## src/design/bphd_pkg.sv

```systemverilog
`timescale 1ns / 1ps
// Shared types and constants for the two-button press/hold dimmer.
// Used by bphd_btn_update and button_press_hold_dimmer; depends on nothing.
package bphd_pkg;

    // Timing thresholds in milliseconds.
    localparam logic [31:0] DEBOUNCE_MS = 32'd20;
    localparam logic [31:0] HOLD_MS     = 32'd500;
    localparam logic [31:0] RAMP_MS     = 32'd30;
    localparam logic [31:0] SWITCH_MS   = 32'd50;

    // Brightness ramp constants.
    localparam logic [7:0] RAMP_STEP      = 8'd5;
    localparam logic [7:0] RAMP_LOW_EDGE  = 8'd5;
    localparam logic [7:0] RAMP_HIGH_EDGE = 8'd250;
    localparam logic [7:0] BRIGHT_MAX     = 8'd255;

    // Stream payload widths.
    localparam int S_DATA_W = 48;
    localparam int M_DATA_W = 16;

    // Configuration register indexes.
    typedef enum logic [1:0] {
        CFG_FIRST_ENABLED  = 2'd0,
        CFG_FIRST_IS_PUSH  = 2'd1,
        CFG_SECOND_ENABLED = 2'd2,
        CFG_SECOND_IS_PUSH = 2'd3
    } t_cfg_idx;

    // Per-button state.
    typedef struct packed {
        logic        stable_level;
        logic [31:0] press_stamp;
        logic        press_consumed;
        logic        ramp_downward;
        logic [31:0] last_ramp_stamp;
        logic [31:0] edge_stamp;
    } t_btn_state;

    localparam t_btn_state BTN_STATE_RESET = '{
        stable_level:    1'b1,
        press_stamp:     32'd0,
        press_consumed:  1'b0,
        ramp_downward:   1'b0,
        last_ramp_stamp: 32'd0,
        edge_stamp:      32'd0
    };

    // One result item.
    typedef struct packed {
        logic       power_write;
        logic       power_value;
        logic       brightness_write;
        logic [7:0] brightness_value;
    } t_result;

endpackage

```

## src/design/bphd_btn_update.sv

```systemverilog
`timescale 1ns / 1ps
// Combinational update of one button's state for one pin sample.
// Depends on bphd_pkg for the state and result types and the thresholds.
module bphd_btn_update (
    input  logic                 i_enabled,
    input  logic                 i_is_push,
    input  logic                 i_level,
    input  logic [31:0]          i_now,
    input  logic                 i_power,
    input  logic [7:0]           i_bright,
    input  bphd_pkg::t_btn_state i_state,
    output bphd_pkg::t_btn_state o_state,
    output bphd_pkg::t_result    o_result
);

    logic [31:0] since_edge;
    logic [31:0] since_press;
    logic [31:0] since_ramp;
    logic        level_change;
    logic        push_edge;
    logic        switch_edge;
    logic        ramp_due;

    assign since_edge   = i_now - i_state.edge_stamp;
    assign since_press  = i_now - i_state.press_stamp;
    assign since_ramp   = i_now - i_state.last_ramp_stamp;
    assign level_change = (i_level != i_state.stable_level);
    assign push_edge    = level_change && (since_edge > bphd_pkg::DEBOUNCE_MS);
    assign switch_edge  = level_change && (since_press > bphd_pkg::SWITCH_MS);

    // A ramp step can only happen on a sample that is not an accepted edge:
    // a press edge restarts the hold time and a release edge ends the hold.
    assign ramp_due = !push_edge && !i_state.stable_level && !i_state.press_consumed &&
                      (since_press > bphd_pkg::HOLD_MS) && (since_ramp > bphd_pkg::RAMP_MS);

    always_comb begin
        o_state  = i_state;
        o_result = '0;
        if (i_enabled) begin
            if (i_is_push) begin
                if (push_edge) begin
                    o_state.edge_stamp   = i_now;
                    o_state.stable_level = i_level;
                    if (!i_level) begin
                        o_state.press_stamp    = i_now;
                        o_state.press_consumed = 1'b0;
                    end else begin
                        if (!i_state.press_consumed && (since_press > bphd_pkg::DEBOUNCE_MS) &&
                            (since_press < bphd_pkg::HOLD_MS)) begin
                            o_result.power_write = 1'b1;
                            o_result.power_value = ~i_power;
                        end
                        if (since_press >= bphd_pkg::HOLD_MS) begin
                            o_state.ramp_downward = ~i_state.ramp_downward;
                        end
                        o_state.press_consumed = 1'b1;
                    end
                end
                if (ramp_due) begin
                    o_state.last_ramp_stamp   = i_now;
                    o_result.brightness_write = 1'b1;
                    if (i_state.ramp_downward) begin
                        if (i_bright > bphd_pkg::RAMP_LOW_EDGE) begin
                            o_result.brightness_value = i_bright - bphd_pkg::RAMP_STEP;
                        end else begin
                            o_result.brightness_value = 8'd0;
                            o_state.ramp_downward     = 1'b0;
                        end
                    end else begin
                        if (i_bright < bphd_pkg::RAMP_HIGH_EDGE) begin
                            o_result.brightness_value = i_bright + bphd_pkg::RAMP_STEP;
                        end else begin
                            o_result.brightness_value = bphd_pkg::BRIGHT_MAX;
                            o_state.ramp_downward     = 1'b1;
                        end
                    end
                end
            end else begin
                if (switch_edge) begin
                    o_state.press_stamp  = i_now;
                    o_state.stable_level = i_level;
                    o_result.power_write = 1'b1;
                    o_result.power_value = ~i_power;
                end
            end
        end
    end

endmodule

```

## src/design/button_press_hold_dimmer.sv

```systemverilog
`timescale 1ns / 1ps
// Top level of the two-button light controller with debounce, short press and hold-to-dim.
// Depends on bphd_pkg and instantiates bphd_btn_update.
//
//  Channel   Direction  Ports                          Beat contents
//  --------  ---------  -----------------------------  -------------------------------------
//  s_axis    in         s_axis_tvalid/tready/tdata/tuser  one pin sample of one button
//  m_axis    out        m_axis_tvalid/tready/tdata     one power/brightness command
//  cfg       in         i_cfg_valid/o_cfg_ready/...    one write of a 1-bit setup register
//
// Every accepted sample beat yields exactly one result beat. A beat moves from the input
// register to the result register, so the block takes one beat per cycle while m_axis
// does not stall, and each result is presented on m_axis straight from the output of
// the result register. The per-button state lives in flip-flops and is updated in the same
// cycle the sample is evaluated, so a sample of the same button in the very next cycle
// already sees the new state. Stalls on m_axis hold the result register and then the input
// register; s_axis_tready drops only when both are full and m_axis_tready is low.
// Reset (synchronous, active low) clears the handshake state, disables both buttons, sets
// the first to push and the second to switch, and stores every button as released with all stamps zero.
module button_press_hold_dimmer (
    input  logic                          i_clk,
    input  logic                          i_rst_n,

    // Sample stream.
    input  logic                          s_axis_tvalid,
    output logic                          s_axis_tready,
    // tdata, from bit 0: pin_level[0], now_ms[32:1], power_now[33], brightness_now[41:34],
    // zero fill [47:42].
    input  logic [bphd_pkg::S_DATA_W-1:0] s_axis_tdata,
    // tuser: button_index[0].
    input  logic [0:0]                    s_axis_tuser,

    // Result stream.
    output logic                          m_axis_tvalid,
    input  logic                          m_axis_tready,
    // tdata, from bit 0: power_write[0], power_value[1], brightness_write[2],
    // brightness_value[10:3], zero fill [15:11].
    output logic [bphd_pkg::M_DATA_W-1:0] m_axis_tdata,

    // Setup register writes.
    input  logic                          i_cfg_valid,
    output logic                          o_cfg_ready,
    input  logic [1:0]                    i_cfg_index,
    input  logic                          i_cfg_data
);

    // Setup registers.
    logic r_first_enabled;
    logic r_first_is_push;
    logic r_second_enabled;
    logic r_second_is_push;

    // Input register.
    logic                          r_in_valid;
    logic                          r_in_button;
    logic [bphd_pkg::S_DATA_W-1:0] r_in_data;

    // Result register.
    logic              r_out_valid;
    bphd_pkg::t_result r_out_result;

    // Button state, one entry per button.
    bphd_pkg::t_btn_state [1:0] r_btn;

    logic                 advance;
    logic                 sel_enabled;
    logic                 sel_is_push;
    bphd_pkg::t_btn_state sel_state;
    bphd_pkg::t_btn_state n_state;
    bphd_pkg::t_result    n_result;

    // The result register can load whenever it is empty or being drained.
    assign advance       = !r_out_valid || m_axis_tready;
    assign s_axis_tready = !r_in_valid || advance;
    assign o_cfg_ready   = 1'b1;

    assign sel_enabled = r_in_button ? r_second_enabled : r_first_enabled;
    assign sel_is_push = r_in_button ? r_second_is_push : r_first_is_push;
    assign sel_state   = r_btn[r_in_button];

    bphd_btn_update u_update (
        .i_enabled (sel_enabled),
        .i_is_push (sel_is_push),
        .i_level   (r_in_data[0]),
        .i_now     (r_in_data[32:1]),
        .i_power   (r_in_data[33]),
        .i_bright  (r_in_data[41:34]),
        .i_state   (sel_state),
        .o_state   (n_state),
        .o_result  (n_result)
    );

    // Setup register writes.
    always_ff @(posedge i_clk) begin
        if (!i_rst_n) begin
            r_first_enabled  <= 1'b0;
            r_first_is_push  <= 1'b1;
            r_second_enabled <= 1'b0;
            r_second_is_push <= 1'b0;
        end else if (i_cfg_valid && o_cfg_ready) begin
            case (bphd_pkg::t_cfg_idx'(i_cfg_index))
                bphd_pkg::CFG_FIRST_ENABLED:  r_first_enabled  <= i_cfg_data;
                bphd_pkg::CFG_FIRST_IS_PUSH:  r_first_is_push  <= i_cfg_data;
                bphd_pkg::CFG_SECOND_ENABLED: r_second_enabled <= i_cfg_data;
                bphd_pkg::CFG_SECOND_IS_PUSH: r_second_is_push <= i_cfg_data;
                default: ;
            endcase
        end
    end

    // Input register control.
    always_ff @(posedge i_clk) begin
        if (!i_rst_n) begin
            r_in_valid <= 1'b0;
        end else if (s_axis_tready) begin
            r_in_valid <= s_axis_tvalid;
        end
    end

    // Input register payload.
    always_ff @(posedge i_clk) begin
        if (s_axis_tvalid && s_axis_tready) begin
            r_in_button <= s_axis_tuser[0];
            r_in_data   <= s_axis_tdata;
        end
    end

    // Result register control and button state update.
    always_ff @(posedge i_clk) begin
        if (!i_rst_n) begin
            r_out_valid <= 1'b0;
            r_btn[0]    <= bphd_pkg::BTN_STATE_RESET;
            r_btn[1]    <= bphd_pkg::BTN_STATE_RESET;
        end else if (advance) begin
            r_out_valid <= r_in_valid;
            if (r_in_valid) begin
                r_btn[r_in_button] <= n_state;
            end
        end
    end

    // Result register payload.
    always_ff @(posedge i_clk) begin
        if (advance && r_in_valid) begin
            r_out_result <= n_result;
        end
    end

    assign m_axis_tvalid = r_out_valid;
    assign m_axis_tdata  = {{(bphd_pkg::M_DATA_W - 11){1'b0}},
                            r_out_result.brightness_value,
                            r_out_result.brightness_write,
                            r_out_result.power_value,
                            r_out_result.power_write};

`ifndef SYNTHESIS
    // A power toggle comes only on an edge, a ramp step only away from one.
    a_one_action: assert property (@(posedge i_clk) disable iff (!i_rst_n)
        r_out_valid |-> !(r_out_result.power_write && r_out_result.brightness_write))
        else $error("power and brightness written by the same beat");

    // Values that are not written are zero.
    a_unwritten_zero: assert property (@(posedge i_clk) disable iff (!i_rst_n)
        r_out_valid |-> ((r_out_result.power_write || !r_out_result.power_value) &&
                         (r_out_result.brightness_write ||
                          r_out_result.brightness_value == 8'd0)))
        else $error("unwritten result value is not zero");

    // A sample held back by a stalled result register is not lost.
    a_hold_input: assert property (@(posedge i_clk) disable iff (!i_rst_n)
        (r_in_valid && !advance) |=> r_in_valid)
        else $error("pending sample dropped during stall");

    // A disabled button leaves all button state untouched.
    a_disabled_still: assert property (@(posedge i_clk) disable iff (!i_rst_n)
        (r_in_valid && advance && !sel_enabled) |=> $stable(r_btn))
        else $error("disabled button changed state");
`endif

endmodule

```

## config.mk

```make
export PLATFORM = sky130hd
export DESIGN_NAME = button_press_hold_dimmer
export DESIGN_NICKNAME = d
export VERILOG_FILES = /design/src/design/bphd_pkg.sv /design/src/design/bphd_btn_update.sv /design/src/design/button_press_hold_dimmer.sv
export SDC_FILE = /design/constraint.sdc
export NUM_CORES = 1
export LEC_CHECK = 0
export BUFFER_PORTS_ARGS = -buffer_cell sky130_fd_sc_hd__buf_2
export CAP_MARGIN = 20
export CORE_UTILIZATION = 30
export DETAILED_ROUTE_END_ITERATION = 16
export SLEW_MARGIN = 30
export SYNTH_ARGS = -nofsm -noshare
export SYNTH_HDL_FRONTEND = slang
export SYNTH_HIERARCHICAL = 1
export SYNTH_SLANG_ARGS = --single-unit
```

## constraint.sdc

```tcl
create_clock -name i_clk -period 6.1 [get_ports i_clk]
set_input_delay 0.61 -clock i_clk [delete_from_list [all_inputs] [get_ports i_clk]]
set_output_delay 0.61 -clock i_clk [all_outputs]
set_load 0.02 [all_outputs]
```

# [Word-level counts from Yosys, hierarchy flattened]
# Index checks and enable logic that the tools add are counted.
[op_classes] n_mul=0 n_addsub=5 order_cmp=11 shifts=0 n_eq_ne=4 reduce_logical=26 bitwise=2 div=0 n_mux=30
[ops] cell="2-to-1 mux 99 bit" count=4
[ops] cell="bitwise mux 198 bit" count=1
[ops] cell="demux 99 bit (select 1 bit)" count=1
[ops] cell="2-to-1 mux 33 bit" count=3
[ops] cell="greater-than comparator 32 x 5 -> 1 bit (second input constant)" count=3
[ops] cell="subtractor 32 bit" count=3
[ops] cell="2-to-1 mux 66 bit" count=1
[ops] cell="2-to-1 mux 32 bit" count=2
[ops] cell="2-to-1 mux 35 bit" count=1
[ops] cell="greater-or-equal comparator 32 x 9 -> 1 bit (second input constant)" count=1
[ops] cell="greater-than comparator 32 x 6 -> 1 bit (second input constant)" count=1
[ops] cell="greater-than comparator 32 x 9 -> 1 bit (second input constant)" count=1
[ops] cell="less-than comparator 32 x 9 -> 1 bit (second input constant)" count=1
[ops] cell="2-to-1 mux 8 bit" count=3
[ops] cell="AND reduction 2 bit" count=6
[ops] cell="logical AND 1 bit" count=11
[ops] cell="2-to-1 mux 2 bit" count=5
[ops] cell="2-to-1 mux 9 bit" count=1
[ops] cell="adder 8 x 3 -> 8 bit (second input constant)" count=1
[ops] cell="greater-than comparator 8 x 3 -> 1 bit (second input constant)" count=1
[ops] cell="less-than comparator 8 bit (second input constant)" count=1
[ops] cell="2-to-1 mux 1 bit" count=8
[ops] cell="subtractor 8 x 3 -> 8 bit (second input constant)" count=1
[ops] cell="logical NOT 1 bit" count=5
[ops] cell="9 further kinds" count=12
[word_totals] romBits=0 mem_count=0 input_bits=57 out_inout_bits=19 wordCells=102 latchBits=0 ramBits=0 reg_bits=258

# [Logic depth before layout (Yosys ltp)]
# Gate-level depths: netlist of the first run.
[logic_depth] depth_word=14 ltp_mapped=23 depth_no_buf=18

# [Modules after synthesis]
# Netlist of the first run, hierarchy kept.
[modules_own_cells] mod="button_press_hold_dimmer" cells_per_inst=953 instances=1 area_per_inst_um2=10453.8 seq_area_each_um2=5705.5
[modules_own_cells] mod="bphd_btn_update" cells_per_inst=1183 instances=1 area_per_inst_um2=7875.1 seq_area_each_um2=0.0

# [Worst setup path before layout of the first run]
# OpenSTA, ideal clock, no wires.
[synth_timing] path_kind="register -> register" startpoint="reg r_in_button" endpoint="reg r_btn[32] in the netlist's numbering" path_stages_with_launch=23 setup_time_ns=0.126 path_buffers=5 slack_ns=1.245 required_ns=5.974 arrival_ns=4.728 synth_period_minus_slack_ns=4.855 cell_sequence="edfxtp_1 clkbuf_1 buf_2 mux2_2 inv_1 ha_1 buf_2 a21o_1 a31o_1 a21o_1 or3_1 a2111oi_0 nand4_1 nor2_1 and4bb_1 nand3_1 or4_1 buf_2 and2_1 buf_6 mux2_4 nand2_1 mux2i_1"
[synth_rtl] item="from (decl)" line_no="button_press_hold_dimmer.sv:55" text="logic r_in_button;"
[synth_rtl] item="from (signal assigned)" line_no="button_press_hold_dimmer.sv:123" text="r_in_button <= s_axis_tuser[0];"
[synth_rtl] item="to (signal, indexed assignment)" line_no="button_press_hold_dimmer.sv:137" text="r_btn[r_in_button] <= n_state;"
[synth_rtl] item="to (decl)" line_no="button_press_hold_dimmer.sv:63" text="bphd_pkg::t_btn_state [1:0] r_btn;"

==> flow_summary_export.csv, run 1 <==
group,metric,value,unit
logic_synthesis,ys_warn_count,6,
floorplanning,coreArea,60360,sq um
floorplanning,die_h,249.2,microns
drt,drcViolationCount,0,
cells_and_area,most-common-layout-cells,"nand2_1, mux2i_1, dfxtp_1",
drt,avgViaCountPerCell,5.325,
cells_and_area,final_design_area_no_fill,20450,sq um
clocking,postCtsHoldBufs,0,
timing,post-route-period-util,91.48,%
critical_path,arrival,6000,ps
power,p_total,0.004333,W
power,vdd_drop_max,0.0002167,V
placement,gp_congestion,0.8859,
power,internal-power,0.003130,W
critical_path,path_buf_inv,3,
logic_synthesis,ys_seq_elements,258,
timing,slew_headroom,35.51,%
clocking,post-cts-setup-buffer-count,0,
logic_synthesis,synth_cells,2136,
grt,antenna_found_initial,1,
grt,grt_overflow,0,
drt,drt_iter0_markers,871,
critical_path,cp_slowest_cell,"o41ai_2",
drt,wirelength,53.58,mm
clocking,cts_resized,0,
power,power_leakage,7.947,nW
floorplanning,initial_utilization,30.37,%
drt,firstDrtPassIters,5,
critical_path,crit_fanout,50,
timing,hold_violations,0,
floorplanning,dieWidth,249.2,microns
cells_and_area,final_core_util,33.88,%
power,power_frac_clock,43.4,%
outcome,status,"finished, final reports clean",
drt,wire_per_inst,18.17,microns
hold_path,min-delay-path-class,"in -> reg",
logic_synthesis,ys_async_sr_fraction,0,%
critical_path,critPathCaptureType,"register",
grt,grt_pass1_vias,15452,
floorplanning,fp.dieArea,62090,sq um
logic_synthesis,synth_area_leader_cell,"dfxtp_1",
cells_and_area,n_antenna_cell,0,
timing,final.setup.tns,0,ps
clocking,cts_sinks,258,
cells_and_area,syn2layout_area_growth,11.57,%
power,p_switching,0.001203,W
drt,ant_nets,0,
power,pwr_density_cell,211.9,nW/um^2
floorplanning,pin_count,76,
grt,grt_use_total,16.79,%
clocking,cts.clk_slew.worst_paths,70,ps
clocking,clkLatencyLatePin,590,ps
floorplanning,row_count,90,
critical_path,crit_top_cell,"buf_12",
placement,hpwl,39.04,mm
cells_and_area,finalNetCount,2299,
grt,grt_pass1_wl,84.24,mm
flow_run,drv_cap,0,
critical_path,path_delay_family,"compound AO/OA/AOI/OAI gates",
power,comb_power_share,15.0,%
clocking,cts_tree,"done",
critical_path,cp.required,6520,ps
timing,timing.fmax,179.2,MHz
logic_synthesis,netlist_top_cells_area,"dfxtp_1, mux2i_1, edfxtp_1",
critical_path,worstPathCellList,"buf_12 > mux2_2 > inv_1 > ha_1 > a21oi_1 > o221ai_1 > a21o_1 > or3_1 > a2111oi_0 > nand4_1 > nor2_1 > and4bb_1 > nand3_1 > o41ai_2 > o32ai_4 > buf_12 > mux2_1 > nand2_1 > mux2i_1",
timing,period_minus_slack,5580,ps
cells_and_area,final_common_cell,"nand2_1",
grt,grt_max_degree,160,
placement,io_buffers,63,
timing,setup_violations,0,
logic_synthesis,synthFlopType,"dfxtp_1",
logic_synthesis,synth_edf_count,54,
timing,drv_slew,0,
logic_synthesis,syn_area,18330,sq um
timing,rsz0062_at_grt,"false",
logic_synthesis,synth_top_area_share,22.28,%
critical_path,worst_path_largest_cell_delay,550,ps
clocking,cts_root_buffer,"clkbuf_16",
logic_synthesis,synthDistinctLibCells,89,
clocking,clk_path_buf_depth,3,
power,p_sw_share,27.76,%
power,p_seq_share,41.7,%
logic_synthesis,synth.avg_cell_area,8.581,sq um
cells_and_area,layout-drive-gt1-share,14.31,%
critical_path,crit_type,"reg -> reg",
clocking,htreeDepth,1,
logic_synthesis,yosysSeqAreaShare,31.13,%
timing,clock_skew,25.05,ps
drt,vias,15699,
timing,worst_slew_pin_slew,967.4,ps
clocking,cts_made_buffers,29,
placement,placed_area,19430,sq um
critical_path,worstSetupStartpointType,"register",
==> registers in the layout, summed over array words and instances, names as in the netlist <==
signal	flops
r_second_is_push	1
r_in_data	42
m_axis_tvalid	1
r_first_is_push	1
r_in_button	1
m_axis_tdata	11
r_btn	198
r_in_valid	1
r_second_enabled	1
r_first_enabled	1
==> synthesized netlist by cell type, types with 12 or more instances <==
cell	n
mux2_2	135
nand4_1	27
a21oi_1	116
mux2i_1	209
nor2b_1	17
o21a_1	22
edfxtp_1	54
a21o_1	23
mux2_1	29
clkbuf_1	68
dfxtp_1	204
buf_2	37
nand2_1	396
nor4_1	15
nand2b_1	15
o211ai_1	12
nand3_1	53
xor2_1	21
o21ai_1	39
ha_1	96
o21ai_0	62
o31ai_1	12
nor2_1	67
a211oi_1	17
nor3_1	29
xnor2_1	42
inv_1	120
and3_1	19
==> final cells by class <==
cell class                 instances  area (sq um)
fill                            6189         39910
multi-input combinational       1634         11590
sequential                       258          5705
tap                              782         978.4
clock buffer                      33         772.0
timing repair buffer             100         715.7
inverter                         120         450.4
clock inverter                    21         240.2
==> through the flow <==
stage	std cells	hold slack, ps	setup WS, ps
2_1_floorplan	2140	432.2	1245
3_3_place_gp	2894	439.0	609.4
3_5_place_dp	2894	446.1	569.0
4_1_cts	2948	167.6	544.8
5_1_grt	2948	179.1	164.1
6_report	2948	197.0	519.6
==> final timing paths <==
| path | startpoint | to | slack, ps | depth (start not counted) |
|---|---|---|---|---|
| setup / recovery | r_in_button$_DFFE_PP_ | r_btn[82]$_SDFFE_PN0P_ | 520 | 19 |
| hold / removal | s_axis_tdata[22] | r_in_data[22]$_DFFE_PP_ | 200 | 1 |
| setup reg to reg | r_in_button$_DFFE_PP_ | r_btn[82]$_SDFFE_PN0P_ | 520 | 19 |
| hold reg to reg | r_btn[36]$_SDFFE_PN0P_ | r_btn[36]$_SDFFE_PN0P_ | 460 | 2 |
==> per-layer routing <==
metal | vias up | routed length, microns | GRT usage (%)
met2 | 344 | 24420 | 28.07
li1 | 7651 | - | -
met1 | 7619 | 25370 | 22.65
met4 | 0 | 1378 | 4.427
met5 | - | 0 | 0
met3 | 85 | 2410 | 2.163
==> power by group through the flow <==
| stage | sequential (W) | combinational (W) | clock [W] |
|---|---|---|---|
| finish | 0.00181 | 0.000649 | 0.00188 |
| global route | 0.00181 | 0.000708 | 0.00199 |
| detailed placement | 0.00184 | 0.000639 | 0 |
| floorplan | 0.00183 | 0.000458 | 0 |
| CTS | 0.00180 | 0.000643 | 0.00193 |
| global placement | 0.00184 | 0.000633 | 0 |
==> cell families after synthesis <==
family	after synthesis	synth area share (%)
other	2	0.04097
flip-flops	258	31.13
adder cells (fa/ha/maj)	99	6.881
buffers and inverters	248	5.898
AND/OR/NAND/NOR	684	16.80
AO/OA/AOI/OAI	407	14.59
XOR/XNOR	63	3.010
multiplexers	375	21.65
==> worst reg2reg max path: stages, from the launching register on <==
cell and delay (ps):
edfxtp_1 400, buf_12 300, mux2_2 430, inv_1 100
ha_1 370, a21oi_1 270, o221ai_1 220, a21o_1 240
or3_1 340, a2111oi_0 490, nand4_1 260, nor2_1 140
and4bb_1 200, nand3_1 180, o41ai_2 560, o32ai_4 170
buf_12 230, mux2_1 350, nand2_1 80, mux2i_1 110
(Power assumes the default switching activity.)
==> run 2: changes to the inputs <==
- CORE_UTILIZATION: 30 -> 63
- GPL_TIMING_DRIVEN: default -> 1
- PLACE_DENSITY: default -> 0.81
==> flow_summary_export.csv, run 2 (synthesized netlist as in run 1, its figures left out) <==
group,metric,value,unit
timing,period_minus_slack,5689,ps
timing,final.setup.tns,0,ps
clocking,htreeDepth,1,
cells_and_area,syn2layout_area_growth,8.000,%
drt,avgViaCountPerCell,6.267,
timing,post-route-period-util,93.26,%
placement,dp.cells,2485,
power,pwr_density_cell,211.0,nW/um^2
floorplanning,pin_count,76,
clocking,cts_tree,"done",
clocking,cts_sinks,258,
floorplanning,row_count,62,
power,power_leakage,7.870,nW
cells_and_area,largest_reg_flops,198,
cells_and_area,most-common-layout-cells,"nand2_1, mux2i_1, dfxtp_1",
cells_and_area,multiInputGateArea,11580,sq um
drt,ant_nets,0,
grt,grt_use_total,32.91,%
clocking,clkLatencyLatePin,560,ps
cells_and_area,layout-drive-gt1-share,13.83,%
timing,timing.fmax,175.8,MHz
outcome,status,"finished, final reports clean",
clocking,cts_made_buffers,29,
critical_path,worstSetupStartpointType,"register",
cells_and_area,instances_no_fill,2538,
clocking,post-cts-setup-buffer-count,0,
timing,drv_slew,0,
floorplanning,coreArea,28630,sq um
critical_path,r2r_slack,410,ps
grt,grt_overflow,0,
critical_path,r2r-end,"r_btn[72]$_SDFFE_PN0P_",
clocking,postCtsHoldBufs,0,
placement,io_buffers,63,
clocking,cts_resized,0,
critical_path,r2r.worst_path.cells,20,
drt,wire_per_inst,19.63,microns
timing,slew_headroom,34.68,%
timing,fin_ws,411.3,ps
critical_path,worst_path_largest_cell_delay,540,ps
timing,rsz0062_at_grt,"false",
critical_path,critPathCaptureType,"register",
grt,antenna_found_initial,1,
drt,drt_iter0_markers,1519,
drt,vias,15905,
critical_path,startpoint,"r_in_button$_DFFE_PP_",
flow_run,drv_cap,0,
cells_and_area,nFillCells,2301,
drt,wirelength,49.82,mm
cells_and_area,finalNetCount,2288,
critical_path,crit_fanout,32,
timing,hold_slack,229.0,ps
floorplanning,die_h,172.6,microns
grt,grt_pass1_wl,80.08,mm
clocking,cts_root_buffer,"clkbuf_16",
timing,worst_slew_pin_slew,977.7,ps
placement,hpwl,35.17,mm
cells_and_area,final_common_cell,"nand2_1",
grt,grt_pass1_vias,15538,
drt,drcViolationCount,0,
grt,grt_max_degree,113,
placement,gp_congestion,0.9159,
critical_path,cp.required,6500,ps
clocking,clk_path_buf_depth,3,
critical_path,worstPathCellList,"buf_12 > buf_4 > mux2_2 > inv_1 > ha_1 > a21o_1 > a31o_1 > a21o_1 > or3_1 > a2111oi_0 > nand4_1 > nor2_1 > and4bb_1 > nand3_1 > o41ai_2 > o32ai_4 > buf_4 > mux2_1 > nand2_1 > mux2i_1",
floorplanning,initial_utilization,64.03,%
critical_path,arrival,6090,ps
timing,clock_skew,16.68,ps
critical_path,crit_type,"reg -> reg",
cells_and_area,seq_area,5705,sq um
critical_path,r2r_start,"r_in_button$_DFFE_PP_",
timing,hold_violations,0,
timing,setup_violations,0,
placement,place_ws,528.3,ps
critical_path,cp_slowest_cell,"o41ai_2",
drt,firstDrtPassIters,6,
floorplanning,dieWidth,172.6,microns
cells_and_area,largest_register,"r_btn",
cells_and_area,n_antenna_cell,0,
hold_path,min-delay-path-class,"in -> reg",
critical_path,crit_path_end,"r_btn[72]$_SDFFE_PN0P_",
floorplanning,fp.dieArea,29780,sq um
power,vdd_drop_max,0.0002326,V
clocking,cts.clk_slew.worst_paths,60,ps
-- run 2: cell types whose count changed in the layout (fill, tap and decap cells not counted), sizes merged --
cell	change
buf	-12
clkinv	-6
clkbuf	+14
bufinv	-4
clkinvlp	-1
inv	-3
-- run 2: through the flow --
| step | util, % | power, W | cell area, sq um |
|---|---|---|---|
| 2_1_floorplan | - | 0.002286 | 18340 |
| 3_3_place_gp | 65.59 | 0.002441 | 18780 |
| 3_5_place_dp | 65.78 | 0.002453 | 18830 |
| 4_1_cts | 69.13 | 0.004183 | 19790 |
| 5_1_grt | 69.15 | 0.004323 | 19800 |
| 6_report | 69.15 | 0.004177 | 19800 |
-- run 2: cell type report --
type	count	area share, %
clock buffers	46	4.494
clock inverters	7	0.3413
inverters	120	2.275
multi-input cells	1634	58.52
flip-flops and latches	258	28.82
well taps	384	2.427
repair buffers	89	3.116
-- run 2: worst min-delay path by stage --
stage | end | startpoint | slack (ps) | cells past startpoint
floorplan | r_btn[0]$_SDFFE_PN0P_ | r_btn[0]$_SDFFE_PN0P_ | 430 | 2
global placement | r_btn[26]$_SDFFE_PN0P_ | r_btn[26]$_SDFFE_PN0P_ | 440 | 2
detailed placement | r_btn[20]$_SDFFE_PN0P_ | r_btn[20]$_SDFFE_PN0P_ | 440 | 2
CTS | r_in_data[18]$_DFFE_PP_ | s_axis_tdata[18] | 210 | 1
global route | r_in_data[18]$_DFFE_PP_ | s_axis_tdata[18] | 210 | 1
finish | r_in_data[18]$_DFFE_PP_ | s_axis_tdata[18] | 230 | 1
-- run 2: where the power goes --
group          switching, W  internal, W  leakage (nW)  total [W]
Combinational      0.000383     0.000239          5.22   0.000621
Sequential        0.0000491      0.00177          2.17    0.00182
Clock              0.000704      0.00103         0.476    0.00174
Total               0.00114      0.00304          7.87    0.00418
-- run 2: layer usage --
metal | share of wire, % | vias up | GRT usage [%]
li1 | - | 7615 | -
met1 | 44 | 7599 | 43.19
met5 | 0.026 | - | 0
met4 | 5.1 | 2 | 16.26
met2 | 45 | 548 | 53.78
met3 | 5.9 | 141 | 3.804
-- run 2: worst max-delay path, delay by kind of cell (launching register included) --
kind | cells | cell delay [ps]
compound gates | 6 | 1870
fa+ha+maj | 1 | 290
flops | 1 | 370
simple gates | 6 | 1270
mux | 3 | 830
buf+inv | 4 | 850
==> run 3: changes to the inputs <==
- CAP_MARGIN: 20 -> 10
- SYNTH_HIERARCHICAL: 1 -> default
==> flow_summary_export.csv, run 3 <==
group,metric,value,unit
outcome,status,"finished, final reports clean",
clocking,clkLatencyLatePin,580,ps
drt,firstDrtPassIters,6,
drt,top_layer,"met4",
cells_and_area,layout-drive-gt1-share,9.114,%
drt,drt_iter0_markers,1439,
drt,wl_met2,20.19,mm
logic_synthesis,synth.avg_cell_area,9.015,sq um
drt,wire_per_inst,19.46,microns
placement,placed_area,17870,sq um
floorplanning,fp.dieArea,28050,sq um
timing,slew_headroom,49.96,%
clocking,htreeDepth,1,
critical_path,critPathCaptureType,"register",
floorplanning,die_h,167.5,microns
power,p_total,0.004165,W
logic_synthesis,ys_seq_elements,258,
cells_and_area,final_design_area_no_fill,18820,sq um
grt,grt_max_degree,126,
hold_path,hp-start,"s_axis_tdata[9]",
timing,timing.fmax,179.5,MHz
timing,post-route-period-util,91.31,%
cells_and_area,most-common-layout-cells,"mux2i_1, nand2_1, dfxtp_1",
logic_synthesis,ys_warn_count,0,
placement,hpwl,32.51,mm
timing,setup_violations,0,
drt,wl_met1,19.68,mm
timing,worst_slew_pin_slew,750.6,ps
cells_and_area,nFillCells,2117,
timing,hold_violations,0,
critical_path,crit_type,"reg -> reg",
cells_and_area,seq_area,5705,sq um
cells_and_area,multiInputGateArea,10940,sq um
drt,ant_nets,0,
drt,vias,14619,
floorplanning,initial_utilization,64.20,%
drt,drcViolationCount,0,
grt,grt_pass1_wl,72.04,mm
logic_synthesis,synth_most_common_cell,"mux2i_1",
clocking,cts.clk_slew.worst_paths,60,ps
floorplanning,dieWidth,167.5,microns
timing,rsz0062_at_grt,"false",
logic_synthesis,syn_area,17250,sq um
critical_path,r2r_slack,530,ps
logic_synthesis,synthFlopType,"dfxtp_1",
drt,wirelength,44.65,mm
clocking,clk_path_buf_depth,3,
critical_path,cp.required,6570,ps
power,power_leakage,7.603,nW
clocking,postCtsHoldBufs,0,
drt,avgViaCountPerCell,6.373,
hold_path,min-delay-path-class,"in -> reg",
critical_path,r2r_start,"r_in_button$_DFFE_PP_",
clocking,cts_tree,"done",
cells_and_area,n_antenna_cell,0,
critical_path,arrival,6040,ps
hold_path,hold_depth,1,
timing,hold_slack,206.1,ps
critical_path,r2r-end,"r_btn[94]$_SDFFE_PN0P_",
timing,period_minus_slack,5570,ps
critical_path,crit_fanout,32,
placement,dp.cells,2243,
timing,drv_slew,0,
logic_synthesis,ys_async_sr_fraction,0,%
grt,antenna_found_initial,0,
floorplanning,pin_count,76,
clocking,cts_sinks,258,
clocking,post-cts-setup-buffer-count,0,
timing,clock_skew,26.98,ps
floorplanning,row_count,60,
logic_synthesis,netlist_top_cells_area,"dfxtp_1, mux2i_1, edfxtp_1",
clocking,cts_resized,0,
cells_and_area,final_common_cell,"mux2i_1",
cells_and_area,instances_no_fill,2294,
clocking,cts_root_buffer,"clkbuf_16",
drt,wl_met3,2.823,mm
floorplanning,coreArea,26880,sq um
timing,final.setup.tns,0,ps
cells_and_area,finalNetCount,2090,
critical_path,worstSetupStartpointType,"register",
cells_and_area,largest_reg_flops,198,
flow_run,drv_cap,0,
hold_path,worstHoldEndpoint,"r_in_data[9]$_DFFE_PP_",
cells_and_area,syn2layout_area_growth,9.086,%
logic_synthesis,netlist_top_cells_count,"mux2i_1, nand2_1, dfxtp_1",
grt,grt_use_total,31.63,%
clocking,cts_made_buffers,28,
grt,grt_pass1_vias,14151,
logic_synthesis,synth_area_leader_cell,"dfxtp_1",
logic_synthesis,synth_top_area_share,23.67,%
power,pwr_density_cell,221.3,nW/um^2
placement,gp_congestion,1.009,
grt,grt_overflow,0,
logic_synthesis,yosysSeqAreaShare,33.07,%
logic_synthesis,synthDistinctLibCells,95,
placement,io_buffers,63,
cells_and_area,largest_register,"r_btn",
power,vdd_drop_max,0.0003234,V
logic_synthesis,synth_edf_count,54,
logic_synthesis,synth_cells,1914,
critical_path,r2r.worst_path.cells,16,
run 3: cell count changes after synthesis, sizes merged, moves of 10 or more:
cell	delta
mux2	-158
a21oi	+12
nand2	-182
nor2	+10
a31oi	+14
inv	-83
buf	-23
o21ai	-10
mux2i	+98
nor2b	+124
nand3	-23
run 3: cells by family (layout without fill, tap and decap cells):
family / after synthesis / count (layout) / share of synthesized area, %
muxes: 315 / 315 / 18.33
and+or+nand+nor: 627 / 627 / 18.94
DFF: 258 / 258 / 33.07
AOI/OAI and AO/OA: 416 / 416 / 15.82
buffers and inverters: 144 / 179 / 3.756
other: 2 / 6 / 0.04353
xor gates and xnor gates: 51 / 51 / 2.589
adders and majority gates: 101 / 101 / 7.455
run 3: layout make-up:
class	count	share of cell area (%)
multi-input cells	1516	58.13
flip-flops and latches	258	30.31
clock buffers	42	4.274
repair buffers	91	3.510
well taps	341	2.267
clock inverters	9	0.7711
inverters	37	0.7379
run 3: critical path: stages, from the launching register on:
cell and delay, ps:
edfxtp_1 840, buf_4 350, mux2i_1 240, ha_1 330
a21oi_1 270, o21ai_0 220, a221o_1 410, or3_1 320
a222oi_1 340, nand4_1 310, nor4_1 310, and4b_1 330
nand2_1 130, o21ai_1 310, a21o_2 210, buf_12 250
mux2i_1 250
run 3: stage by stage:
| step | utilization [%] | setup slack (ps) |
|---|---|---|
| 5_1_grt | 70.03 | 302.0 |
| 3_5_place_dp | 66.49 | 671.3 |
| 3_3_place_gp | 66.48 | 796.3 |
| 2_1_floorplan | - | 588.3 |
| 4_1_cts | 70.02 | 582.4 |
| 6_report | 70.03 | 530.0 |
run 3: where the power goes:
part	switching (W)	total [W]	internal (W)	leakage [nW]
sequential	0.0000583	0.00183	0.00177	2.17
clock	0.000704	0.00174	0.00104	0.468
combinational	0.000359	0.000596	0.000236	4.97
total	0.00112	0.00416	0.00304	7.60
run 3: layer usage:
| layer | GRT usage (%) | up-vias |
|---|---|---|
| met4 | 14.00 | 0 |
| li1 | - | 7035 |
| met3 | 3.758 | 107 |
| met1 | 41.59 | 6980 |
| met5 | 0 | - |
| met2 | 52.28 | 497 |
run 3: worst max-delay path by stage:
stage / startpoint / slack [ps] / endpoint
2_1_floorplan: r_in_button$_DFFE_PP_ / 590 / r_btn[64]$_SDFFE_PN0P_
3_3_place_gp: r_in_button$_DFFE_PP_ / 800 / r_btn[83]$_SDFFE_PN0P_
3_5_place_dp: r_in_button$_DFFE_PP_ / 670 / r_btn[81]$_SDFFE_PN0P_
4_1_cts: r_in_button$_DFFE_PP_ / 580 / r_btn[80]$_SDFFE_PN0P_
5_1_grt: r_in_button$_DFFE_PP_ / 300 / r_btn[49]$_SDFFE_PN0P_
6_report: r_in_button$_DFFE_PP_ / 530 / r_btn[94]$_SDFFE_PN0P_
